File: src/adam_parameter_update_core_macros.svh
// Assertion macros shared by the Adam update core RTL.
`ifndef ADAM_PARAMETER_UPDATE_CORE_MACROS_SVH
`define ADAM_PARAMETER_UPDATE_CORE_MACROS_SVH
`ifndef NO_ASSERTIONS
// Invariant checked at every edge out of reset.
`define APU_ASSERT_ALW(lbl, clk, rst_n, expr, msg) \
    lbl: assert property (@(posedge clk) disable iff (!rst_n) (expr)) else $error(msg);
// Same-cycle implication.
`define APU_ASSERT_IMP(lbl, clk, rst_n, ante, cons, msg) \
    lbl: assert property (@(posedge clk) disable iff (!rst_n) (ante) |-> (cons)) \
        else $error(msg);
// Next-cycle implication.
`define APU_ASSERT_NXT(lbl, clk, rst_n, ante, cons, msg) \
    lbl: assert property (@(posedge clk) disable iff (!rst_n) (ante) |=> (cons)) \
        else $error(msg);
`else
`define APU_ASSERT_ALW(lbl, clk, rst_n, expr, msg)
`define APU_ASSERT_IMP(lbl, clk, rst_n, ante, cons, msg)
`define APU_ASSERT_NXT(lbl, clk, rst_n, ante, cons, msg)
`endif
`endif

File: src/apu_pkg.sv
// Constants, types and helper functions of the Adam update core.
`default_nettype none
package apu_pkg;
    localparam int FRAC_BITS = 28;
    localparam longint unsigned ONE = 64'd1 << FRAC_BITS;
    localparam longint unsigned HALF_LSB = 64'd1 << (FRAC_BITS - 1);
    localparam longint HALF_S = longint'(HALF_LSB);
    localparam longint unsigned B1 = (64'd9 * ONE + 64'd5) / 64'd10;
    localparam longint unsigned B2 = (64'd999 * ONE + 64'd500) / 64'd1000;
    localparam longint unsigned EPS = (ONE + 64'd50000000) / 64'd100000000;
    localparam logic signed [31:0] B1_S = 32'(B1);
    localparam logic signed [31:0] OMB1_S = 32'(ONE - B1);
    localparam int CORR_FRAC = 20 + (FRAC_BITS % 2);
    localparam int ROOT_FRAC = (FRAC_BITS + CORR_FRAC) / 2;
    localparam int SH_R = (ROOT_FRAC >= FRAC_BITS) ? ROOT_FRAC - FRAC_BITS : 0;
    localparam int SH_L = (ROOT_FRAC >= FRAC_BITS) ? 0 : FRAC_BITS - ROOT_FRAC;

    // correction engine
    localparam int PW_W = FRAC_BITS + 1;
    localparam int CDIV_W = FRAC_BITS + CORR_FRAC + 1;
    localparam int CCNT_W = $clog2(CDIV_W);
    localparam longint unsigned CNUM = 64'd1 << (FRAC_BITS + CORR_FRAC);
    localparam longint unsigned C1_FULL = (CNUM + (ONE - B1) / 64'd2) / (ONE - B1);
    localparam longint unsigned C2_FULL = (CNUM + (ONE - B2) / 64'd2) / (ONE - B2);
    localparam logic [31:0] C1_RST = (C1_FULL > 64'hFFFFFFFF) ? 32'hFFFFFFFF : 32'(C1_FULL);
    localparam logic [31:0] C2_RST = (C2_FULL > 64'hFFFFFFFF) ? 32'hFFFFFFFF : 32'(C2_FULL);

    // datapath widths
    localparam int LR_W = 31;
    localparam int G2_W = 64 - FRAC_BITS;
    localparam int MH_W = 64 - CORR_FRAC;
    localparam int MH_LO_W = MH_W / 2;
    localparam int MH_HI_W = MH_W - MH_LO_W;
    localparam int PLO_W = LR_W + MH_LO_W;
    localparam int PHI_W = LR_W + MH_HI_W;
    localparam int NUM_W = LR_W + MH_W;
    localparam int DIVN_W = NUM_W + (NUM_W % 2);
    localparam int DIV_STG = DIVN_W / 2;
    localparam int SQ_STG = 16;
    localparam int D_W = 41;
    localparam int UPD_W = 41;
    localparam logic [UPD_W-1:0] UPD_CAP = UPD_W'(64'd1 << 40);

    typedef struct packed {
        logic signed [31:0] p;
        logic signed [31:0] m_new;
        logic [30:0]        v_new;
        logic               sat;
    } item_t;

    typedef struct packed {
        logic signed [31:0] new_param;
        logic signed [31:0] new_first_moment;
        logic [30:0]        new_second_moment;
        logic               saturated;
    } result_t;

    typedef struct packed {
        logic [63:0] rem;
        logic [63:0] res;
    } sqrt_t;

    typedef struct packed {
        logic [D_W-1:0]    r;
        logic [DIVN_W-1:0] nq;
    } div_t;

    function automatic logic [PW_W-1:0] mul_q(input logic [PW_W-1:0] a,
                                              input logic [PW_W-1:0] b);
        logic [2*PW_W-1:0] pr;
        pr = (2*PW_W)'(a) * (2*PW_W)'(b) + (2*PW_W)'(HALF_LSB);
        return PW_W'(pr >> FRAC_BITS);
    endfunction

    function automatic logic [63:0] sq_bit(input int j);
        return 64'd1 << (62 - 2 * j);
    endfunction

    function automatic sqrt_t sqrt_step(input sqrt_t s, input logic [63:0] b);
        sqrt_t o;
        logic [63:0] t;
        t = s.res + b;
        if (s.rem >= t)
        begin
            o.rem = s.rem - t;
            o.res = (s.res >> 1) + b;
        end
        else
        begin
            o.rem = s.rem;
            o.res = s.res >> 1;
        end
        return o;
    endfunction

    // one restoring step: dividend bits shift out of nq, quotient bits in
    function automatic div_t div_step(input div_t s, input logic [D_W-1:0] d);
        div_t o;
        logic [D_W:0] r2;
        r2 = {s.r, s.nq[DIVN_W-1]};
        if (r2 >= {1'b0, d})
        begin
            o.r  = D_W'(r2 - {1'b0, d});
            o.nq = {s.nq[DIVN_W-2:0], 1'b1};
        end
        else
        begin
            o.r  = D_W'(r2);
            o.nq = {s.nq[DIVN_W-2:0], 1'b0};
        end
        return o;
    endfunction
endpackage
`default_nettype wire

File: src/apu_corr.sv
// Bias correction engine: square-and-multiply power, then serial divide.
`default_nettype none
module apu_corr (
    input  logic        clk,
    input  logic        rst_n,
    input  logic        start,
    input  logic [15:0] step,
    output logic        busy,
    output logic [31:0] c1,
    output logic [31:0] c2
);
    import apu_pkg::*;

    typedef enum logic [2:0] {ST_IDLE, ST_SQ, ST_ML, ST_DP, ST_DV, ST_FIN} state_t;

    state_t             state_reg;
    logic [15:0]        t_reg;
    logic [3:0]         bit_reg;
    logic [CCNT_W-1:0]  dcnt_reg;
    logic [PW_W-1:0]    pw1_reg, pw2_reg, dn1_reg, dn2_reg, r1_reg, r2_reg;
    logic [CDIV_W-1:0]  nq1_reg, nq2_reg;
    logic               z1_reg, z2_reg;
    logic [31:0]        c1_reg, c2_reg;

    logic [PW_W-1:0]    mul1_w, mul2_w, den1_w, den2_w, r1_next, r2_next;
    logic [CDIV_W-1:0]  nq1_next, nq2_next;
    logic [PW_W:0]      sh1_w, sh2_w;
    logic               ge1_w, ge2_w;

    always_comb
    begin
        mul1_w = mul_q(pw1_reg, (state_reg == ST_SQ) ? pw1_reg : PW_W'(B1));
        mul2_w = mul_q(pw2_reg, (state_reg == ST_SQ) ? pw2_reg : PW_W'(B2));
        den1_w = PW_W'(ONE) - pw1_reg;
        den2_w = PW_W'(ONE) - pw2_reg;
        sh1_w  = {r1_reg, nq1_reg[CDIV_W-1]};
        sh2_w  = {r2_reg, nq2_reg[CDIV_W-1]};
        ge1_w  = sh1_w >= {1'b0, dn1_reg};
        ge2_w  = sh2_w >= {1'b0, dn2_reg};
        r1_next = ge1_w ? PW_W'(sh1_w - {1'b0, dn1_reg}) : PW_W'(sh1_w);
        r2_next = ge2_w ? PW_W'(sh2_w - {1'b0, dn2_reg}) : PW_W'(sh2_w);
        nq1_next = {nq1_reg[CDIV_W-2:0], ge1_w};
        nq2_next = {nq2_reg[CDIV_W-2:0], ge2_w};
    end

    always_ff @(posedge clk or negedge rst_n)
    begin
        if (!rst_n)
        begin
            state_reg <= ST_IDLE;
            t_reg     <= '0;
            bit_reg   <= '0;
            dcnt_reg  <= '0;
            pw1_reg   <= '0;
            pw2_reg   <= '0;
            dn1_reg   <= '0;
            dn2_reg   <= '0;
            r1_reg    <= '0;
            r2_reg    <= '0;
            nq1_reg   <= '0;
            nq2_reg   <= '0;
            z1_reg    <= 1'b0;
            z2_reg    <= 1'b0;
            c1_reg    <= C1_RST;
            c2_reg    <= C2_RST;
        end
        else if (start)
        begin
            // a new step value restarts the engine from any state
            t_reg     <= step;
            pw1_reg   <= PW_W'(ONE);
            pw2_reg   <= PW_W'(ONE);
            bit_reg   <= 4'd15;
            state_reg <= ST_SQ;
        end
        else
        begin
            case (state_reg)
                ST_IDLE:
                    ;
                ST_SQ:
                begin
                    pw1_reg   <= mul1_w;
                    pw2_reg   <= mul2_w;
                    state_reg <= ST_ML;
                end
                ST_ML:
                begin
                    if (t_reg[bit_reg])
                    begin
                        pw1_reg <= mul1_w;
                        pw2_reg <= mul2_w;
                    end
                    if (bit_reg == 4'd0)
                        state_reg <= ST_DP;
                    else
                    begin
                        bit_reg   <= bit_reg - 4'd1;
                        state_reg <= ST_SQ;
                    end
                end
                ST_DP:
                begin
                    dn1_reg   <= den1_w;
                    dn2_reg   <= den2_w;
                    z1_reg    <= (den1_w == '0);
                    z2_reg    <= (den2_w == '0);
                    nq1_reg   <= CDIV_W'(CNUM) + CDIV_W'(den1_w >> 1);
                    nq2_reg   <= CDIV_W'(CNUM) + CDIV_W'(den2_w >> 1);
                    r1_reg    <= '0;
                    r2_reg    <= '0;
                    dcnt_reg  <= CCNT_W'(CDIV_W - 1);
                    state_reg <= ST_DV;
                end
                ST_DV:
                begin
                    r1_reg  <= r1_next;
                    r2_reg  <= r2_next;
                    nq1_reg <= nq1_next;
                    nq2_reg <= nq2_next;
                    if (dcnt_reg == '0)
                        state_reg <= ST_FIN;
                    else
                        dcnt_reg <= dcnt_reg - 1'b1;
                end
                ST_FIN:
                begin
                    // zero denominator or oversize quotient saturates
                    c1_reg <= (z1_reg || (|nq1_reg[CDIV_W-1:32])) ? 32'hFFFFFFFF
                                                                  : nq1_reg[31:0];
                    c2_reg <= (z2_reg || (|nq2_reg[CDIV_W-1:32])) ? 32'hFFFFFFFF
                                                                  : nq2_reg[31:0];
                    state_reg <= ST_IDLE;
                end
                default:
                    state_reg <= ST_IDLE;
            endcase
        end
    end

    assign busy = (state_reg != ST_IDLE);
    assign c1   = c1_reg;
    assign c2   = c2_reg;
endmodule
`default_nettype wire

File: config.mk
export PLATFORM = sky130hd
export DESIGN_NAME = apu_corr
export DESIGN_NICKNAME = d
export VERILOG_FILES = /design/src/adam_parameter_update_core_macros.svh /design/src/apu_pkg.sv /design/src/apu_corr.sv
export SDC_FILE = /design/constraint.sdc
export NUM_CORES = 2
export LEC_CHECK = 0
export ABC_AREA = 0
export BUFFER_PORTS_ARGS = -buffer_cell sky130_fd_sc_hd__buf_2
export CAP_MARGIN = 20
export CORE_MARGIN = 2
export CORE_UTILIZATION = 45
export DETAILED_ROUTE_END_ITERATION = 6
export PLACE_DENSITY = 0.59
export SLEW_MARGIN = 0
export SYNTH_ARGS = -nofsm -noshare
export SYNTH_HDL_FRONTEND = slang
export SYNTH_SLANG_ARGS = --single-unit
export TNS_END_PERCENT = 50
File: constraint.sdc
create_clock -name clk -period 18.07 [get_ports clk]
set_input_delay 5.421 -clock clk [delete_from_list [all_inputs] [get_ports clk]]
set_output_delay 5.421 -clock clk [all_outputs]
set_load 0.02 [all_outputs]
Word level (Yosys, flattened, before mapping)
Cells that the tools add are included.
Cells by class
  add/sub/neg operators: 10
  multipliers: 2
  order comparisons: 3
  equal/unequal tests: 10
  muxes and demuxes: 27
  bitwise logic cells: 1
  reduce and logical (&&, ||, !) cells: 20
Operators with widths (count)
  $mux W29: 8
  $pmux W29 S2: 4
  $pmux W49 S2: 2
  $add A57 B28 Y57 const B: 2
  $mul A29 B29 Y57: 2
  $add A49 B28 Y49 const A: 2
  $mux W32: 2
  $ge A30 B29 Y1: 2
  $logic_not A29 Y1: 2
  $sub A29 B29 Y29: 2
  $sub A29 B29 Y29 const A: 2
  $reduce_or A17 Y1: 2
  $pmux W3 S5: 1
  $mux W4: 3
  $pmux W6 S2: 1
  $reduce_and A2 Y1: 6
  $eq A3 B2 Y1 const B: 2
  $eq A3 B3 Y1 const B: 2
  $logic_not A6 Y1: 1
  $mux W3: 2
  $mux W6: 1
  $ne A2 B2 Y1 const B: 3
  $ne A3 B3 Y1 const B: 2
  $reduce_bool A3 Y1: 2
  other kinds (13): 15
Storage, ports and cells
  flip-flop bits (word level): 367
  input port bits: 19
  output and inout port bits: 65
  word-level logic and storage cells: 89

Logic depth before layout (Yosys ltp)
  depth in word-level cells: 7
  gate-level depth with buffers: 35
  depth with buffers taken out: 30

Worst setup path after synthesis
Ideal clock, no wire load.
  path type: reg2reg
  from: reg state_reg[2]
  to: reg pw2_reg[28]
  setup time: 147 ps
  arrival time: 8303 ps
  required time: 17923 ps
  path slack: 9620 ps
  cell stages (with the launch flop): 31
  path buffers: 4
  clock period less this slack: 8450 ps
  cell sequence: dfrtp_1 buf_2 or3b_1 buf_6 clkbuf_1 nor2_1 clkbuf_1 nor2b_1 fa_1 inv_1 fa_1 fa_1 fa_1 inv_1 fa_1 fa_1 fa_1 inv_1 fa_1 inv_1 ha_1 a21oi_1 o21ai_0 a221oi_1 nor2_1 a221oi_1 nand2_1 a41oi_1 o21ai_0 a2111oi_0 a211oi_1
On the way
  cells in the longest elaborated chain, start to end: 7
  elaborated cells on any way between the ends: 11
  classes of those cells: 1 x add/sub; 1 x mul; 3 x eq/ne; 4 x mux; 2 x reduce/logical
Ends and longest elaborated chain
  start, declared: line apu_corr.sv:16  | state_t state_reg;
  start signal, assigned: line apu_corr.sv:50  | state_reg <= ST_IDLE;
  start signal, assigned: line apu_corr.sv:74  | state_reg <= ST_SQ;
  start signal, assigned: line apu_corr.sv:85  | state_reg <= ST_ML;
  $eq A3 B1 Y1: line apu_corr.sv:33, apu_corr.sv:78
  $mux W29: line apu_corr.sv:33  | mul2_w = mul_q(pw2_reg, (state_reg == ST_SQ) ? pw2_reg : PW_W'(B2));
  $mul A29 B29 Y57: line apu_pkg.sv:71  | pr = (2*PW_W)'(a) * (2*PW_W)'(b) + (2*PW_W)'(HALF_LSB);
  $add A57 B28 Y57: line apu_pkg.sv:71
  $mux W29: line apu_corr.sv:89  | if (t_reg[bit_reg])
  $pmux W29 S2: line apu_corr.sv:78  | case (state_reg)
  $mux W29: line apu_corr.sv:67  | else if (start)
  end signal, assigned: line apu_corr.sv:72  | pw2_reg <= PW_W'(ONE);
  end signal, assigned: line apu_corr.sv:84  | pw2_reg <= mul2_w;
  end signal, assigned: line apu_corr.sv:92  | pw2_reg <= mul2_w;
  end, declared: line apu_corr.sv:20  | logic [PW_W-1:0] pw1_reg, pw2_reg, dn1_reg, dn2_reg, r1_reg, r2_reg;
Parallel ways exist; a longest one is shown, timed or not. The select of a mux whose other input is x is not followed.
A chain may end at the register's enable or synchronous reset.

Final worst setup path
  from: reg state_reg[0]
  to: reg pw2_reg[28]
The elaborated chain is that of the path after synthesis.

==> flow_metrics.env <==
export IMPL_status="completed"
export IMPL_yosys_top_cells_count="1728 x inv_1, 1440 x fa_1, 892 x nand2_1"
export IMPL_synthTopCellsByArea="fa_1 40%, dfrtp_1 12%, ha_1 10%"
export IMPL_fp_dieW_um=405
export IMPL_wl_met2_mm=104
export IMPL_viasPerCell=5.54
export IMPL_worst_slew_pin_slew_ns=1.14
export IMPL_cts_num_sinks=367
export IMPL_end_kind="flop"
export IMPL_yosysUniqueCellTypes=94
export IMPL_tns_ns=0
export IMPL_cp_slowest_cell="a221oi_1"
export IMPL_synth_avg_cell_area_sq_um=9.13
export IMPL_drcViolationCount=0
export IMPL_m1WireLength_mm=95.7
export IMPL_setup_viol=0
export IMPL_hold_class="reg2reg"
export IMPL_grt_max_degree=118
export IMPL_utilization_pct=47.8
export IMPL_synth_flop_cell="dfrtp_1"
export IMPL_ys_async_sr_fraction_pct=100
export IMPL_worstSetupPathType="reg2reg"
export IMPL_wl_met3_mm=19.5
export IMPL_fmax_mhz=84.8
export IMPL_hold_violations=0
export IMPL_fin_skew_ns=0.0328
export IMPL_chipHeight_um=405
export IMPL_top_layer="met5"
export IMPL_wl_mm=228
export IMPL_track_usage_pct=28.6
export IMPL_crit_family="adder cells"
export IMPL_cts_tree="yes"
export IMPL_gp_congestion=0.926
export IMPL_finalHoldWorstSlack_ns=0.478
export IMPL_rsz0062_at_grt="no"
export IMPL_cts_htree_levels=2
export IMPL_grt_pass1_vias=59399
export IMPL_period_needed_ns=11.79
export IMPL_crit_buf_inv=7
export IMPL_syn_area_sq_mm=0.0724
export IMPL_synth_seq_cells=367
export IMPL_n_fill_cell=15338
export IMPL_synth_nets=9979
export IMPL_cp_slowest_stage_delay_ns=0.88
export IMPL_route_detailed_wl_per_inst_um=23.0
export IMPL_drt_iter0_drc=4267
export IMPL_cts_clk_slew_worst_paths_ns=0.07
export IMPL_fin_crit_sh_pct=65.2
export IMPL_antenna_found_initial=7
export IMPL_core_area_sq_mm=0.160
export IMPL_ant_nets=0
export IMPL_synth_top_area_share_pct=39.8
export IMPL_io_pins=84
export IMPL_maxSlewHeadroom_pct=24.0
export IMPL_die_area_sq_mm=0.164
export IMPL_cts_buffers=45
export IMPL_synth_edf_count=0
export IMPL_cp_common_cell="fa_1"
export IMPL_vias=55051
export IMPL_clock_latency_ns=0.62
export IMPL_drive_above_1_share_pct=5.52
export IMPL_grt_pass1_wl_mm=358
export IMPL_synth_most_common_cell="inv_1"
export IMPL_yosysTopAreaCell="fa_1"
export IMPL_firstDrtPassIters=5
export IMPL_io_buffers=83
export IMPL_clock_tree_root_cell="clkbuf_16"
export IMPL_cts_hold_buf=0
export IMPL_cts_setup_buffers=0
export IMPL_clock_path_buffers=3
export IMPL_nets=9784
export IMPL_cp_data_required_time_ns=18.53
export IMPL_row_count=147
export IMPL_dp_slack_ns=6.48
export IMPL_start_util_pct=45.2
export IMPL_critPathLaunchType="flop"
export IMPL_overflow=0
export IMPL_worstPathMaxFanout=116
export IMPL_slew_violations=0
export IMPL_ctsResizeCount=0
export IMPL_syn_to_final_growth_pct=5.83
export IMPL_syn_inst=7928
export IMPL_arrival_ns=12.24
export IMPL_seq_area_frac_synth_pct=12.7
export IMPL_setup_slack_ns=6.28
export IMPL_yosysWarnings=0
export IMPL_maxCapViolCount=0
export IMPL_dp_hpwl_mm=165
[worst paths after layout]
check,cells past startpoint,startpoint,slack (ns),endpoint
max,29,state_reg[0],6.28,pw2_reg[28]
min,1,dn1_reg[16],0.48,dn1_reg[16]
min in group asynchronous,1,rst_n,4.91,nq2_reg[5]
max in group asynchronous,4,rst_n,10.19,dn1_reg[7]
max reg2reg,29,state_reg[0],6.28,pw2_reg[28]
min reg2reg,1,dn1_reg[16],0.48,dn1_reg[16]
[layout make-up]
cell class	count	area, sq um	share of cell area, %
Multi-Input combinational cell	5339	54900	71.7
Sequential cell	367	9210	12.0
Inverter	1739	6530	8.52
Tap cell	2160	2700	3.53
Timing Repair Buffer	241	1700	2.22
Clock buffer	60	1260	1.65
Clock inverter	24	287	0.374
Antenna cell	4	10.0	0.0131
[layout by cell type, fill, tap and decap left out, drive strengths merged, types with 35 or more instances in the layout]
master,count
dfrtp,351
nor2b,303
a22o,48
a21o,79
o21ai,205
inv,1735
xor2,52
fa,1440
ha,592
o22ai,35
a21oi,179
clkbuf,60
xnor2,121
o22a,65
nor2,393
nand3,55
nand2,892
and2,118
and3,268
nor3,72
buf,241
mux2i,40
[per-layer routing]
| layer | global-route usage (%) | up-vias |
|---|---|---|
| li1 | - | 23810 |
| met1 | 39.1 | 28428 |
| met2 | 45.9 | 2281 |
| met3 | 5.45 | 530 |
| met4 | 9.08 | 2 |
| met5 | 0 | - |
[kinds of logic (layout without fill, tap and decap cells)]
| group | Yosys count | in the layout | share of synthesized area (%) |
|---|---|---|---|
| buffers and inverters | 2222 | 2064 | 11.6 |
| DFF | 367 | 367 | 12.7 |
| and+or+nand+nor | 2255 | 2255 | 15.0 |
| muxes | 61 | 61 | 0.958 |
| other | 0 | 4 | 0 |
| AOI/OAI and AO/OA | 818 | 818 | 7.57 |
| adders and majority gates | 2032 | 2032 | 50.1 |
| xor gates and xnor gates | 173 | 173 | 2.09 |
[metrics by stage]
| stage | cell area, sq um | cells |
|---|---|---|
| 6_report | 76600 | 9934 |
| 5_1_grt | 76600 | 9930 |
| 4_1_cts | 76500 | 9928 |
| 3_5_place_dp | 75000 | 9844 |
| 3_3_place_gp | 74900 | 9841 |
| 2_1_floorplan | 72400 | 7928 |
Power is not shown: default switching activity piles up to over one toggle a cycle in this logic, so the estimate is an artifact.
